$ cat src/hw/rtl/lisp_token_scanner_top_macros.svh
// Assertion macros for the token scanner; empty when synthesizing.
`ifndef LISP_TOKEN_SCANNER_TOP_MACROS_SVH
`define LISP_TOKEN_SCANNER_TOP_MACROS_SVH

`ifndef SYNTHESIS
`define LTS_ASSERT_IMP(label, ante, cons) \
  label: assert property (@(posedge clk) disable iff (!rst_n) (ante) |-> (cons)) \
    else $error("%m: implication check failed");
`define LTS_ASSERT_NXT(label, ante, cons) \
  label: assert property (@(posedge clk) disable iff (!rst_n) (ante) |=> (cons)) \
    else $error("%m: next-cycle check failed");
`else
`define LTS_ASSERT_IMP(label, ante, cons)
`define LTS_ASSERT_NXT(label, ante, cons)
`endif

`endif

$ cat src/hw/rtl/lts_pkg.sv
// Shared constants, types and character classes of the token scanner.
`default_nettype none

package lts_pkg;

  localparam int MAX_SYMBOL   = 32;
  localparam int NUMBER_WIDTH = 32;
  localparam int SYM_IDX_W    = $clog2(MAX_SYMBOL);
  localparam int SYM_LEN_W    = $clog2(MAX_SYMBOL + 1);
  localparam int NUM_EXT_W    = NUMBER_WIDTH + 4;

  typedef logic [7:0]              byte_t;
  typedef logic [2:0]              kind_t;
  typedef logic [1:0]              mode_t;
  typedef logic [NUMBER_WIDTH-1:0] num_t;

  localparam kind_t TOK_END    = 3'd0;
  localparam kind_t TOK_LPAREN = 3'd1;
  localparam kind_t TOK_RPAREN = 3'd2;
  localparam kind_t TOK_QUOTE  = 3'd3;
  localparam kind_t TOK_NUMBER = 3'd4;
  localparam kind_t TOK_SYMBOL = 3'd5;
  localparam kind_t TOK_TRUE   = 3'd6;
  localparam kind_t TOK_NIL    = 3'd7;

  localparam mode_t MODE_IDLE = 2'd0;
  localparam mode_t MODE_NUM  = 2'd1;
  localparam mode_t MODE_SYM  = 2'd2;

  localparam num_t NUM_MAX = '1;

  localparam byte_t CH_NL     = 8'h0A;
  localparam byte_t CH_QUOTE  = 8'h27;
  localparam byte_t CH_LPAREN = 8'h28;
  localparam byte_t CH_RPAREN = 8'h29;
  localparam byte_t CH_ZERO   = 8'h30;
  localparam byte_t CH_NINE   = 8'h39;
  localparam byte_t CH_T      = 8'h54;
  localparam byte_t CH_N      = 8'h4E;
  localparam byte_t CH_I      = 8'h49;
  localparam byte_t CH_L      = 8'h4C;

  typedef struct packed {
    logic latch;
    logic step;
    logic sel_held;
    logic emit_flush;
    logic emit_scan;
    logic advance;
    logic clear;
  } dp_cmd_t;

  typedef struct packed {
    mode_t mode;
    logic  absorb_now;
    logic  flush_done;
    logic  has_tok;
    logic  held_eoi;
    logic  out_free;
  } dp_sts_t;

  function automatic logic is_digit(input byte_t c);
    return (c >= CH_ZERO) && (c <= CH_NINE);
  endfunction

  function automatic logic is_alpha(input byte_t c);
    return ((c >= 8'h41) && (c <= 8'h5A)) || ((c >= 8'h61) && (c <= 8'h7A));
  endfunction

  // ~ ! @ # $ % ^ & * _ + ` - = < > ? , . /
  function automatic logic is_punct(input byte_t c);
    logic hit;
    case (c) inside
      8'h7E, 8'h21, 8'h40, 8'h23, 8'h24, 8'h25, 8'h5E, 8'h26, 8'h2A, 8'h5F,
      8'h2B, 8'h60, 8'h2D, 8'h3D, 8'h3C, 8'h3E, 8'h3F, 8'h2C, 8'h2E,
      8'h2F:   hit = 1'b1;
      default: hit = 1'b0;
    endcase
    return hit;
  endfunction

  function automatic logic is_sym_start(input byte_t c);
    return is_alpha(c) || is_punct(c);
  endfunction

  function automatic logic is_sym_cont(input byte_t c);
    return is_alpha(c) || is_punct(c) || is_digit(c);
  endfunction

  function automatic byte_t to_upper(input byte_t c);
    return ((c >= 8'h61) && (c <= 8'h7A)) ? byte_t'(c - 8'h20) : c;
  endfunction

  function automatic logic is_scan_tok(input byte_t c);
    return (c == CH_LPAREN) || (c == CH_RPAREN) || (c == CH_QUOTE);
  endfunction

  function automatic kind_t scan_kind(input byte_t c);
    kind_t k;
    case (c)
      CH_LPAREN: k = TOK_LPAREN;
      CH_RPAREN: k = TOK_RPAREN;
      default:   k = TOK_QUOTE;
    endcase
    return k;
  endfunction

endpackage

`default_nettype wire

$ cat src/hw/rtl/lts_if.sv
// Valid/ready channel interfaces for input bytes and result tokens.
`default_nettype none

interface lts_in_if;
  import lts_pkg::*;
  logic  valid;
  logic  ready;
  byte_t in_byte;
  logic  end_of_input;

  modport source (output valid, output in_byte, output end_of_input, input ready);
  modport sink   (input valid, input in_byte, input end_of_input, output ready);
endinterface

interface lts_out_if;
  import lts_pkg::*;
  logic        valid;
  logic        ready;
  kind_t       token_kind;
  logic [31:0] number_value;
  byte_t       symbol_char;
  logic        symbol_end;
  logic        too_long;
  logic [31:0] line_number;
  logic        last_of_run;

  modport source (output valid, output token_kind, output number_value,
                  output symbol_char, output symbol_end, output too_long,
                  output line_number, output last_of_run, input ready);
  modport sink   (input valid, input token_kind, input number_value,
                  input symbol_char, input symbol_end, input too_long,
                  input line_number, input last_of_run, output ready);
endinterface

`default_nettype wire

$ cat src/hw/rtl/lts_ctrl.sv
// Controller state machine: accept, flush pending token, scan held byte.
`default_nettype none

module lts_ctrl (
  input  logic              clk,
  input  logic              rst_n,
  input  logic              in_valid,
  output logic              in_ready,
  input  lts_pkg::dp_sts_t  sts,
  output lts_pkg::dp_cmd_t  cmd
);
  import lts_pkg::*;

  localparam logic [1:0] S_IDLE  = 2'd0;
  localparam logic [1:0] S_FLUSH = 2'd1;
  localparam logic [1:0] S_SCAN  = 2'd2;

  logic [1:0] state_r;
  logic [1:0] state_nxt;

  always_comb begin
    state_nxt = state_r;
    cmd       = '0;
    in_ready  = 1'b0;
    unique case (state_r)
      S_IDLE: begin
        in_ready = 1'b1;
        if (in_valid) begin
          cmd.latch = 1'b1;
          if (sts.absorb_now) begin
            cmd.step = 1'b1;
          end else if (sts.mode != MODE_IDLE) begin
            state_nxt = S_FLUSH;
          end else begin
            state_nxt = S_SCAN;
          end
        end
      end
      S_FLUSH: begin
        if (sts.out_free) begin
          cmd.emit_flush = 1'b1;
          if (sts.flush_done) begin
            cmd.clear = 1'b1;
            state_nxt = S_SCAN;
          end else begin
            cmd.advance = 1'b1;
          end
        end
      end
      S_SCAN: begin
        if (!sts.has_tok || sts.out_free) begin
          cmd.emit_scan = sts.has_tok;
          cmd.step      = !sts.held_eoi;
          cmd.sel_held  = 1'b1;
          state_nxt     = S_IDLE;
        end
      end
      default: begin
        state_nxt = S_IDLE;
      end
    endcase
  end

  always_ff @(posedge clk) begin
    if (!rst_n) begin
      state_r <= S_IDLE;
    end else begin
      state_r <= state_nxt;
    end
  end

endmodule

`default_nettype wire

$ cat src/hw/rtl/lts_datapath.sv
// Datapath: scan state, number accumulator, symbol buffer, result register.
`default_nettype none

module lts_datapath (
  input  logic              clk,
  input  logic              rst_n,
  input  lts_pkg::byte_t    in_byte,
  input  logic              end_of_input,
  input  lts_pkg::dp_cmd_t  cmd,
  output lts_pkg::dp_sts_t  sts,
  input  logic              out_ready,
  output logic              out_valid,
  output lts_pkg::kind_t    token_kind,
  output logic [31:0]       number_value,
  output lts_pkg::byte_t    symbol_char,
  output logic              symbol_end,
  output logic              too_long,
  output logic [31:0]       line_number,
  output logic              last_of_run
);
  import lts_pkg::*;

  mode_t                mode_r, mode_nxt;
  num_t                 acc_r, acc_nxt;
  logic                 ovf_r, ovf_nxt;
  logic [SYM_LEN_W-1:0] len_r, len_nxt;
  logic [31:0]          line_r, line_nxt;
  logic [SYM_IDX_W-1:0] idx_r, idx_nxt;
  logic                 kw_t_r, kw_t_nxt;
  logic                 kw_n_r, kw_n_nxt;
  logic                 kw_i_r, kw_i_nxt;
  logic                 kw_l_r, kw_l_nxt;
  byte_t                held_byte_r;
  logic                 held_eoi_r;

  byte_t                mem [MAX_SYMBOL];
  byte_t                rd_data_r;
  logic                 wr_en;
  logic [SYM_IDX_W-1:0] wr_addr;
  byte_t                wr_data;

  logic                 out_valid_r, out_valid_nxt;
  kind_t                kind_r, kind_nxt;
  logic [31:0]          value_r, value_nxt;
  byte_t                char_r, char_nxt;
  logic                 send_r, send_nxt;
  logic                 tl_r, tl_nxt;
  logic [31:0]          oline_r;
  logic                 last_r, last_nxt;

  byte_t                src;
  byte_t                up;
  logic [NUM_EXT_W-1:0] acc_ext;
  logic [NUM_EXT_W-1:0] num_ext;
  logic                 num_over;
  logic                 kw_t;
  logic                 kw_nil;
  logic [SYM_LEN_W-1:0] idx_ext;
  logic                 sym_last;
  logic                 out_free;
  logic                 emit;

  assign src      = cmd.sel_held ? held_byte_r : in_byte;
  assign up       = to_upper(src);
  assign acc_ext  = NUM_EXT_W'(acc_r);
  assign num_ext  = (acc_ext << 3) + (acc_ext << 1) + NUM_EXT_W'(src[3:0]);
  assign num_over = ovf_r || (|num_ext[NUM_EXT_W-1:NUMBER_WIDTH]);
  assign kw_t     = !ovf_r && (len_r == SYM_LEN_W'(1)) && kw_t_r;
  assign kw_nil   = !ovf_r && (len_r == SYM_LEN_W'(3)) && kw_n_r && kw_i_r && kw_l_r;
  assign idx_ext  = SYM_LEN_W'(idx_r);
  assign sym_last = (idx_ext + SYM_LEN_W'(1)) == len_r;
  assign out_free = !out_valid_r || out_ready;
  assign emit     = cmd.emit_flush || cmd.emit_scan;

  always_comb begin
    sts            = '0;
    sts.mode       = mode_r;
    sts.absorb_now = !end_of_input &&
                     (((mode_r == MODE_NUM) && is_digit(in_byte)) ||
                      ((mode_r == MODE_SYM) && is_sym_cont(in_byte)) ||
                      ((mode_r == MODE_IDLE) && !is_scan_tok(in_byte)));
    sts.flush_done = (mode_r != MODE_SYM) || kw_t || kw_nil || sym_last;
    sts.has_tok    = held_eoi_r || is_scan_tok(held_byte_r);
    sts.held_eoi   = held_eoi_r;
    sts.out_free   = out_free;
  end

  always_comb begin
    mode_nxt = mode_r;
    acc_nxt  = acc_r;
    ovf_nxt  = ovf_r;
    len_nxt  = len_r;
    line_nxt = line_r;
    wr_en    = 1'b0;
    wr_addr  = '0;
    wr_data  = up;
    if (cmd.step) begin
      unique case (mode_r)
        MODE_NUM: begin
          if (is_digit(src)) begin
            if (num_over) begin
              acc_nxt = NUM_MAX;
              ovf_nxt = 1'b1;
            end else begin
              acc_nxt = num_ext[NUMBER_WIDTH-1:0];
            end
          end
        end
        MODE_SYM: begin
          if (is_sym_cont(src)) begin
            if (len_r < SYM_LEN_W'(MAX_SYMBOL)) begin
              wr_en   = 1'b1;
              wr_addr = len_r[SYM_IDX_W-1:0];
              len_nxt = len_r + SYM_LEN_W'(1);
            end else begin
              ovf_nxt = 1'b1;
            end
          end
        end
        MODE_IDLE: begin
          if (src == CH_NL) begin
            line_nxt = line_r + 32'd1;
          end else if (is_digit(src)) begin
            mode_nxt = MODE_NUM;
            acc_nxt  = NUMBER_WIDTH'(src[3:0]);
            ovf_nxt  = 1'b0;
          end else if (is_sym_start(src)) begin
            mode_nxt = MODE_SYM;
            wr_en    = 1'b1;
            len_nxt  = SYM_LEN_W'(1);
            ovf_nxt  = 1'b0;
          end
        end
        default: begin
        end
      endcase
    end
    if (cmd.clear) begin
      mode_nxt = MODE_IDLE;
      acc_nxt  = '0;
      ovf_nxt  = 1'b0;
      len_nxt  = '0;
    end
  end

  always_comb begin
    idx_nxt = idx_r;
    if (cmd.clear) begin
      idx_nxt = '0;
    end else if (cmd.advance) begin
      idx_nxt = idx_r + SYM_IDX_W'(1);
    end
  end

  always_comb begin
    kw_t_nxt = kw_t_r;
    kw_n_nxt = kw_n_r;
    kw_i_nxt = kw_i_r;
    kw_l_nxt = kw_l_r;
    if (wr_en) begin
      if (wr_addr == SYM_IDX_W'(0)) begin
        kw_t_nxt = (wr_data == CH_T);
        kw_n_nxt = (wr_data == CH_N);
      end
      if (wr_addr == SYM_IDX_W'(1)) begin
        kw_i_nxt = (wr_data == CH_I);
      end
      if (wr_addr == SYM_IDX_W'(2)) begin
        kw_l_nxt = (wr_data == CH_L);
      end
    end
  end

  always_comb begin
    kind_nxt  = TOK_END;
    value_nxt = '0;
    char_nxt  = '0;
    send_nxt  = 1'b0;
    tl_nxt    = 1'b0;
    last_nxt  = 1'b1;
    if (cmd.emit_flush) begin
      last_nxt = !sts.has_tok;
      if (mode_r == MODE_NUM) begin
        kind_nxt  = TOK_NUMBER;
        value_nxt = 32'(acc_r);
        tl_nxt    = ovf_r;
      end else if (kw_t) begin
        kind_nxt = TOK_TRUE;
      end else if (kw_nil) begin
        kind_nxt = TOK_NIL;
      end else begin
        kind_nxt = TOK_SYMBOL;
        char_nxt = rd_data_r;
        send_nxt = sym_last;
        tl_nxt   = ovf_r;
        last_nxt = sym_last && !sts.has_tok;
      end
    end else if (!held_eoi_r) begin
      kind_nxt = scan_kind(held_byte_r);
    end
  end

  always_comb begin
    out_valid_nxt = out_valid_r;
    if (emit) begin
      out_valid_nxt = 1'b1;
    end else if (out_ready) begin
      out_valid_nxt = 1'b0;
    end
  end

  always_ff @(posedge clk) begin
    if (wr_en) begin
      mem[wr_addr] <= wr_data;
    end
    rd_data_r <= mem[idx_nxt];
  end

  always_ff @(posedge clk) begin
    if (!rst_n) begin
      mode_r      <= MODE_IDLE;
      acc_r       <= '0;
      ovf_r       <= 1'b0;
      len_r       <= '0;
      line_r      <= '0;
      idx_r       <= '0;
      out_valid_r <= 1'b0;
    end else begin
      mode_r      <= mode_nxt;
      acc_r       <= acc_nxt;
      ovf_r       <= ovf_nxt;
      len_r       <= len_nxt;
      line_r      <= line_nxt;
      idx_r       <= idx_nxt;
      out_valid_r <= out_valid_nxt;
    end
  end

  always_ff @(posedge clk) begin
    kw_t_r <= kw_t_nxt;
    kw_n_r <= kw_n_nxt;
    kw_i_r <= kw_i_nxt;
    kw_l_r <= kw_l_nxt;
    if (cmd.latch) begin
      held_byte_r <= in_byte;
      held_eoi_r  <= end_of_input;
    end
    if (emit) begin
      kind_r  <= kind_nxt;
      value_r <= value_nxt;
      char_r  <= char_nxt;
      send_r  <= send_nxt;
      tl_r    <= tl_nxt;
      oline_r <= line_r;
      last_r  <= last_nxt;
    end
  end

  assign out_valid    = out_valid_r;
  assign token_kind   = kind_r;
  assign number_value = value_r;
  assign symbol_char  = char_r;
  assign symbol_end   = send_r;
  assign too_long     = tl_r;
  assign line_number  = oline_r;
  assign last_of_run  = last_r;

endmodule

`default_nettype wire

$ cat src/hw/rtl/lisp_token_scanner_top.sv
// Top level of the Lisp token scanner: controller, datapath and channels.
//
//   channel  dir  handshake       payload
//   in_ch    in   valid / ready   in_byte, end_of_input
//   out_ch   out  valid / ready   token_kind, number_value, symbol_char,
//                                 symbol_end, too_long, line_number, last_of_run
//
// A byte that continues a number or symbol, or causes no token, is absorbed.
// A byte that ends a token, or is a parenthesis, quote or end of input, is held;
// flush emits a pending number, T or NIL, or a symbol at one buffer read per
// cycle while the output is free; scan then emits any token of the held byte.
// Reset is synchronous; no clearing pass, the symbol buffer is read only below
// its fill length. A stalled result register holds the flush in place; input
// is taken only between items and may be taken while a result still waits.
`default_nettype none

`include "lisp_token_scanner_top_macros.svh"

module lisp_token_scanner_top (
  input  logic      clk,
  input  logic      rst_n,
  lts_in_if.sink    in_ch,
  lts_out_if.source out_ch
);
  import lts_pkg::*;

  dp_cmd_t cmd;
  dp_sts_t sts;
  logic    in_ready;

  lts_ctrl u_ctrl (
    .clk      (clk),
    .rst_n    (rst_n),
    .in_valid (in_ch.valid),
    .in_ready (in_ready),
    .sts      (sts),
    .cmd      (cmd)
  );

  lts_datapath u_dp (
    .clk          (clk),
    .rst_n        (rst_n),
    .in_byte      (in_ch.in_byte),
    .end_of_input (in_ch.end_of_input),
    .cmd          (cmd),
    .sts          (sts),
    .out_ready    (out_ch.ready),
    .out_valid    (out_ch.valid),
    .token_kind   (out_ch.token_kind),
    .number_value (out_ch.number_value),
    .symbol_char  (out_ch.symbol_char),
    .symbol_end   (out_ch.symbol_end),
    .too_long     (out_ch.too_long),
    .line_number  (out_ch.line_number),
    .last_of_run  (out_ch.last_of_run)
  );

  assign in_ch.ready = in_ready;

  `LTS_ASSERT_IMP(a_end_is_last, out_ch.valid && (out_ch.token_kind == TOK_END), out_ch.last_of_run)
  `LTS_ASSERT_IMP(a_symend_kind, out_ch.valid && out_ch.symbol_end, out_ch.token_kind == TOK_SYMBOL)
  `LTS_ASSERT_NXT(a_busy_after_tok, in_ch.valid && in_ch.ready && !sts.absorb_now, !in_ch.ready)

endmodule

`default_nettype wire
$ cat src/flat_wrapper.sv
// flat-port wrapper written by rule: the top's interface ports become plain ports
module lisp_token_scanner_top_flat import lts_pkg::*;
  (clk, rst_n, in_ch_valid, in_ch_in_byte, in_ch_end_of_input, in_ch_ready, out_ch_valid, out_ch_token_kind, out_ch_number_value, out_ch_symbol_char, out_ch_symbol_end, out_ch_too_long, out_ch_line_number, out_ch_last_of_run, out_ch_ready);
  lts_in_if in_ch_i ();
  lts_out_if out_ch_i ();
  input  logic clk;
  input  logic rst_n;
  input wire logic [$bits(in_ch_i.valid)-1:0] in_ch_valid;
  input wire logic [$bits(in_ch_i.in_byte)-1:0] in_ch_in_byte;
  input wire logic [$bits(in_ch_i.end_of_input)-1:0] in_ch_end_of_input;
  output wire logic [$bits(in_ch_i.ready)-1:0] in_ch_ready;
  output wire logic [$bits(out_ch_i.valid)-1:0] out_ch_valid;
  output wire logic [$bits(out_ch_i.token_kind)-1:0] out_ch_token_kind;
  output wire logic [$bits(out_ch_i.number_value)-1:0] out_ch_number_value;
  output wire logic [$bits(out_ch_i.symbol_char)-1:0] out_ch_symbol_char;
  output wire logic [$bits(out_ch_i.symbol_end)-1:0] out_ch_symbol_end;
  output wire logic [$bits(out_ch_i.too_long)-1:0] out_ch_too_long;
  output wire logic [$bits(out_ch_i.line_number)-1:0] out_ch_line_number;
  output wire logic [$bits(out_ch_i.last_of_run)-1:0] out_ch_last_of_run;
  input wire logic [$bits(out_ch_i.ready)-1:0] out_ch_ready;
  assign in_ch_i.valid = in_ch_valid;
  assign in_ch_i.in_byte = in_ch_in_byte;
  assign in_ch_i.end_of_input = in_ch_end_of_input;
  assign in_ch_ready = in_ch_i.ready;
  assign out_ch_valid = out_ch_i.valid;
  assign out_ch_token_kind = out_ch_i.token_kind;
  assign out_ch_number_value = out_ch_i.number_value;
  assign out_ch_symbol_char = out_ch_i.symbol_char;
  assign out_ch_symbol_end = out_ch_i.symbol_end;
  assign out_ch_too_long = out_ch_i.too_long;
  assign out_ch_line_number = out_ch_i.line_number;
  assign out_ch_last_of_run = out_ch_i.last_of_run;
  assign out_ch_i.ready = out_ch_ready;
  lisp_token_scanner_top u_core (.clk(clk), .rst_n(rst_n), .in_ch(in_ch_i), .out_ch(out_ch_i));
endmodule
$ cat config.mk
export PLATFORM = sky130hd
export DESIGN_NAME = lisp_token_scanner_top_flat
export DESIGN_NICKNAME = d
export VERILOG_FILES = /design/src/hw/rtl/lts_pkg.sv /design/src/hw/rtl/lts_if.sv /design/src/hw/rtl/lts_ctrl.sv /design/src/hw/rtl/lts_datapath.sv /design/src/hw/rtl/lisp_token_scanner_top.sv /design/src/flat_wrapper.sv
export VERILOG_INCLUDE_DIRS = /design/src /design/src/hw/rtl
export SDC_FILE = /design/constraint.sdc
export NUM_CORES = 1
export LEC_CHECK = 0
export BUFFER_PORTS_ARGS = -buffer_cell sky130_fd_sc_hd__buf_2
export CORE_MARGIN = 5
export CORE_UTILIZATION = 40
export DETAILED_ROUTE_END_ITERATION = 7
export MAX_ROUTING_LAYER = met4
export SLEW_MARGIN = 10
export SYNTH_ARGS = -nofsm -noshare
export SYNTH_HDL_FRONTEND = slang
export SYNTH_HIERARCHICAL = 1
export SYNTH_SLANG_ARGS = --single-unit
$ cat constraint.sdc
create_clock -name clk -period 6 [get_ports clk]
set_input_delay 1.2 -clock clk [delete_from_list [all_inputs] [get_ports clk]]
set_output_delay 1.2 -clock clk [all_outputs]
set_load 0.01 [all_outputs]
# Yosys cells after proc, flatten, opt, wreduce, memory -nomap -nowiden

Memories as Yosys holds them, arrays and structs flattened. A register that Yosys moved wholly into a read port is not among the register bits.
Cells that the tools add are included.

$add $sub $neg: 7
Magnitude comparators: 13
Eq/ne operators: 76
Muxes and demuxes: 82
Bitwise operators: 3
Reduce and logical (&&, ||, !) cells: 68

Operator list:

| operator                | number |
|---|---|
| $eq A8 B6 Y1 const B    | 36 |
| $mux W32                | 4 |
| $eq A8 B7 Y1 const B    | 14 |
| $pmux W32 S2            | 1 |
| $mux W1                 | 41 |
| $reduce_or A20 Y1       | 2 |
| $add A35 B33 Y36        | 1 |
| $add A36 B4 Y36         | 1 |
| $add A32 B1 Y32 const B | 1 |
| $ge A8 B7 Y1 const B    | 4 |
| $le A8 B7 Y1 const B    | 4 |
| $mux W2                 | 16 |
| $mux W5                 | 6 |
| $mux W6                 | 5 |
| $logic_or A1 B1 Y1      | 21 |
| $ne A2 B2 Y1 const B    | 10 |
| $logic_and A1 B1 Y1     | 17 |
| $ge A8 B6 Y1 const B    | 2 |
| $le A8 B6 Y1 const B    | 2 |
| $mux W8                 | 2 |
| $pmux W6 S2             | 1 |
| $ne A2 B1 Y1 const B    | 5 |
| $reduce_and A5 Y1       | 2 |
| $reduce_bool A2 Y1      | 5 |
| other kinds (31)        | 46 |

Register bits: 172
Memory bits (writable): 256
Input bits: 13
Output and inout port bits: 80
Logic and storage cells: 271
Memories kept: 1

Memories:

| name            | depth | width | rd ports | clocked after Yosys merged registers in | write ports | line               | RTL |
|---|---|---|---|---|---|---|---|
| u_core.u_dp.mem | 32    | 8     | 1        | 1                                       | 1           | lts_datapath.sv:36 | `byte_t mem [MAX_SYMBOL];` |

# Logic depth before layout (Yosys ltp)

Depth in word-level cells: 24
Mapped depth: 25
Mapped depth without buffers: 21

# Hierarchy

Netlist, hierarchy kept.

Modules (own cells, without submodules):

| module       | times used | cells each | area an instance (um^2) | seq. area each (um^2) |
|---|---|---|---|---|
| lts_datapath | 1          | 1501       | 20083.0                 | 12161.7 |
| lts_ctrl     | 1          | 24         | 186.4                   | 40.0 |

# Worst setup path after synthesis

OpenSTA, ideal clock, no wires.

Path type: input-to-reg
Start: input port out_ch_ready
End: register u_core.u_dp.acc_r[5]
Library setup time: 0.132 ns
Data arrival time: 5.464 ns
Required time: 5.868 ns
Path slack: 0.405 ns
Cell stages on the path: 21
Path buffers: 4
Cell sequence: nand2b_1 -> buf_4 -> nand2b_1 -> and2_1 -> buf_6 -> mux2i_1 -> inv_1 -> fa_1 -> inv_1 -> fa_1 -> nand2b_1 -> a21oi_1 -> nor2_1 -> o21a_1 -> o31ai_1 -> xor2_1 -> a311o_1 -> buf_6 -> o21ai_4 -> buf_6 -> o211ai_1

RTL lines:

| element              | line                | RTL |
|---|---|---|
| start, declared      | flat_wrapper.sv:20  | `input wire logic [$bits(out_ch_i.ready)-1:0] out_ch_ready;` |
| end signal, assigned | lts_datapath.sv:230 | `acc_r <= acc_nxt;` |
| end, declared        | lts_datapath.sv:24  | `num_t acc_r, acc_nxt;` |

==> parameters.txt <==
Parameter                              Value

Timing
  Fin Clk Skew    0.0407 ns
  Ratio of final minimum period to clock period    90.8%
  Rel. slew slack    32.9%
  Final number of setup-violating endpoints    0
  Worst Setup Slack, final    0.554 ns
  Achievable clock frequency    184 MHz
  Post-route minimum period    5.45 ns
  Fin. Hold Viols    0
  Worst-Margin Slew    1.01 ns
  Unrepaired setup endpoints after global routing    false
  Final count of pins violating max slew    0
  Setup_tns    0 ns

Critical path
  Worst path bufs/invs    4
  Crit path required time    6.45 ns
  Arrival @ worst endpoint    5.90 ns
  Type of element launching the critical path    flop
  Critical-path top delay cell    nor4b_1
  Count of cells along the worst register-to-register path    21
  Kind of cell with the highest combined delay on the critical path    compound AO/OA/AOI/OAI gates
  Kind of critical path    reg -> reg
  Max FO, Critical Path    31
  CP Capture Type    flop
  Delay of the slowest cell on the worst path    0.62 ns
  Crit. path cell count    21
  Worst-path cell chain    nor4b_1 -> a21o_1 -> nand2b_1 -> and2_1 -> buf_4 -> mux2i_1 -> inv_1 -> ha_1 -> ha_1 -> inv_1 -> fa_1 -> nand2b_1 -> a21oi_1 -> nor2_1 -> o21a_1 -> o31ai_1 -> xor2_1 -> a311o_1 -> o21ai_4 -> buf_4 -> o211ai_1

Route
  Remaining antenna violation count    0
  Via Count    12,800
  Wire length after detailed routing    46,300 µm
  Routed len/inst    19.7 µm
  Vias per cell    5.44
  DRC viols    0
  Detailed-router iteration count before antenna repair    5
  Detailed router's first-iteration violation count    997

Global route
  Number of global-route vias before repair    12,800
  Maximum number of pins on one net before global-route repair    53
  Number of antenna violations at the first check in global routing    0
  Wire length of the first global-routing pass    73,400 µm
  Overall track demand over capacity in global routing    17.0%
  Total congestion overflow    0

Synthesis
  Yosys top cell by area    edfxtp_1
  Mean post-synth cell area    13.3 µm²
  Count of state elements after synthesis    436
  Post-synth EDFFs    347
  Area share of the leading cell type in the synthesized netlist    51.4%
  Top post-synthesis cells by area    edfxtp_1, dfxtp_1, mux4_2, ha_1, nand2_1
  Share of the yosys chip area belonging to registers    60.2%
  Synthesized Nets    1,610
  Synthesized netlist cell count    1,525
  Share of flip-flops with an asynchronous set or reset    0%
  Most instantiated flip-flop cell in the synthesis netlist    edfxtp_1
  Warnings from Yosys    6
  Post-synthesis instance area    20,300 µm²
  Library cells used by synthesis    85

Pwr
  Cell-internal power    5.13 mW
  Flop pwr share    51.3%
  Comb power frac    6.1%
  Worst voltage drop across the vdd grid    0.237 mV
  Switching fraction of total power    22.7%
  Clock network fraction of design power    42.6%
  Power per cell area    286 nW/µm²
  Overall power consumption    6.63 mW
  Static Leakage    8.57 nW
  Sw Pwr    1.50 mW

Die
  Core outline area    50,200 µm²
  X dimension of the die    235 µm
  Die height    235 µm
  Core Rows    82
  Starting density of the core    40.4%
  Die Area    55,300 µm²
  # IOs    93

Clocking
  Buffer levels on the longest clock path    3
  Setup Fix Bufs, Post-CTS    0
  Hold_buf cts    0
  Number of sinks driven by the clock tree    436
  TritonCTS buffer count    47
  Resized cells post-CTS    0
  CTS Root Cell    clkbuf_16
  Post-CTS clock slew at the launch and capture registers of the worst setup and hold paths    0.06 ns
  TritonCTS clock tree    done
  Clock network latency to the later pin of the worst-skew pair    0.59 ns
  Number of H-tree levels    2

Placement
  Buffers on Ports    92
  Final weighted congestion in routability-driven placement    0.862
  Post-placement worst setup slack    0.349 ns
  Post-detail-place hpwl    31,100 µm

Finish
  Commonest cells after routing, fill and taps aside    edfxtp_1, nand2_1, buf_2, nor2_1, dfxtp_1
  Most common cell after layout, fill and taps aside    edfxtp_1
  Proportion of layout cells with a drive suffix above 1    19.9%
  Nets@finish    1,727
  Synth-to-layout area growth    14.3%
  Number of diodes added for antenna fixing    0

Min path
  Class of the worst hold path    reg -> reg
  Number of cells traversed by the worst hold path    0

Run
  Count of maximum capacitance violations    0

Status
  Status    finished, final reports clean
==> metal layers <==
metal  GRT usage (%)  vias up  share of wire (%)
met5               -        -                  0
met4            3.73        0                1.8
met3            2.74       66                4.9
met2            27.6      329                 48
met1            22.7     6375                 45
li1                -     6023                  -
==> registers in the layout, summed over array words and instances, names as in the netlist, 6 cells and up <==
register	cells
u_core/u_dp/line_number	32
u_core/u_dp/line_r	32
u_core/u_dp/held_byte_r	8
u_core/u_dp/number_value	32
u_core/u_dp/rd_data_r	8
u_core/u_dp/len_r	6
u_core/u_dp/acc_r	32
u_core/u_dp/mem	256
u_core/u_dp/symbol_char	8
==> metrics by stage <==
stage / hold slack, ns / instances / util (%) / instance area [µm²]
floorplan: 0.429 / 1525 / - / 20300
global placement: 0.442 / 2265 / 43.1 / 21600
CTS: 0.466 / 2353 / 46.2 / 23200
global route: 0.482 / 2353 / 46.2 / 23200
finish: 0.464 / 2353 / 46.2 / 23200
detailed placement: 0.451 / 2265 / 43.1 / 21600
==> final cells by class <==
class | instances | area [µm²]
clock buffer | 57 | 1260
clock inverter | 31 | 272
fill | 4412 | 27000
inverter | 29 | 110
multi-input combinational | 976 | 7550
sequential | 436 | 12200
tap | 672 | 841
timing repair buffer | 152 | 923
==> synth_stat cells, drive strengths merged, types with 16 or more instances <==
cell,instances
nand2,164
xor2,36
edfxtp,347
mux2i,16
a21o,16
o211ai,29
xnor2,28
nor2,95
nor4,17
ha,70
nand4,18
inv,29
nand3,36
nor3,20
buf,28
mux4,72
a21oi,43
dfxtp,89
o21ai,57
and2,38
and3,67
clkbuf,54
==> kinds of logic (layout without fill, tap and decap cells) <==
family / after synthesis / in the layout / synth area share (%)
compound gates: 230 / 230 / 7.81
xor+xnor: 64 / 64 / 2.77
fa+ha+maj: 72 / 72 / 4.52
buf+inv: 113 / 269 / 2.72
flops: 436 / 436 / 60.2
mux: 88 / 88 / 8.81
simple gates: 522 / 522 / 13.2
==> power by group through the flow <==
stage | logic, mW | registers [mW] | clock network (mW)
floorplan | 0.231 | 3.47 | 0
global placement | 0.398 | 3.47 | 0
detailed placement | 0.406 | 3.47 | 0
CTS | 0.407 | 3.40 | 2.90
global route | 0.441 | 3.41 | 3.04
finish | 0.403 | 3.40 | 2.83
==> path summary, 6_finish.rpt <==
check / start / to / slack [ns]
worst max-delay path: u_core/u_dp/held_byte_r[6] / u_core/u_dp/acc_r[14] / 0.55
worst min-delay path: u_core/u_dp/line_r[31] / u_core/u_dp/line_number[31] / 0.46
worst max register to register: u_core/u_dp/held_byte_r[6] / u_core/u_dp/acc_r[14] / 0.55
worst min register to register: u_core/u_dp/line_r[31] / u_core/u_dp/line_number[31] / 0.46
(Power assumes the default switching activity.)
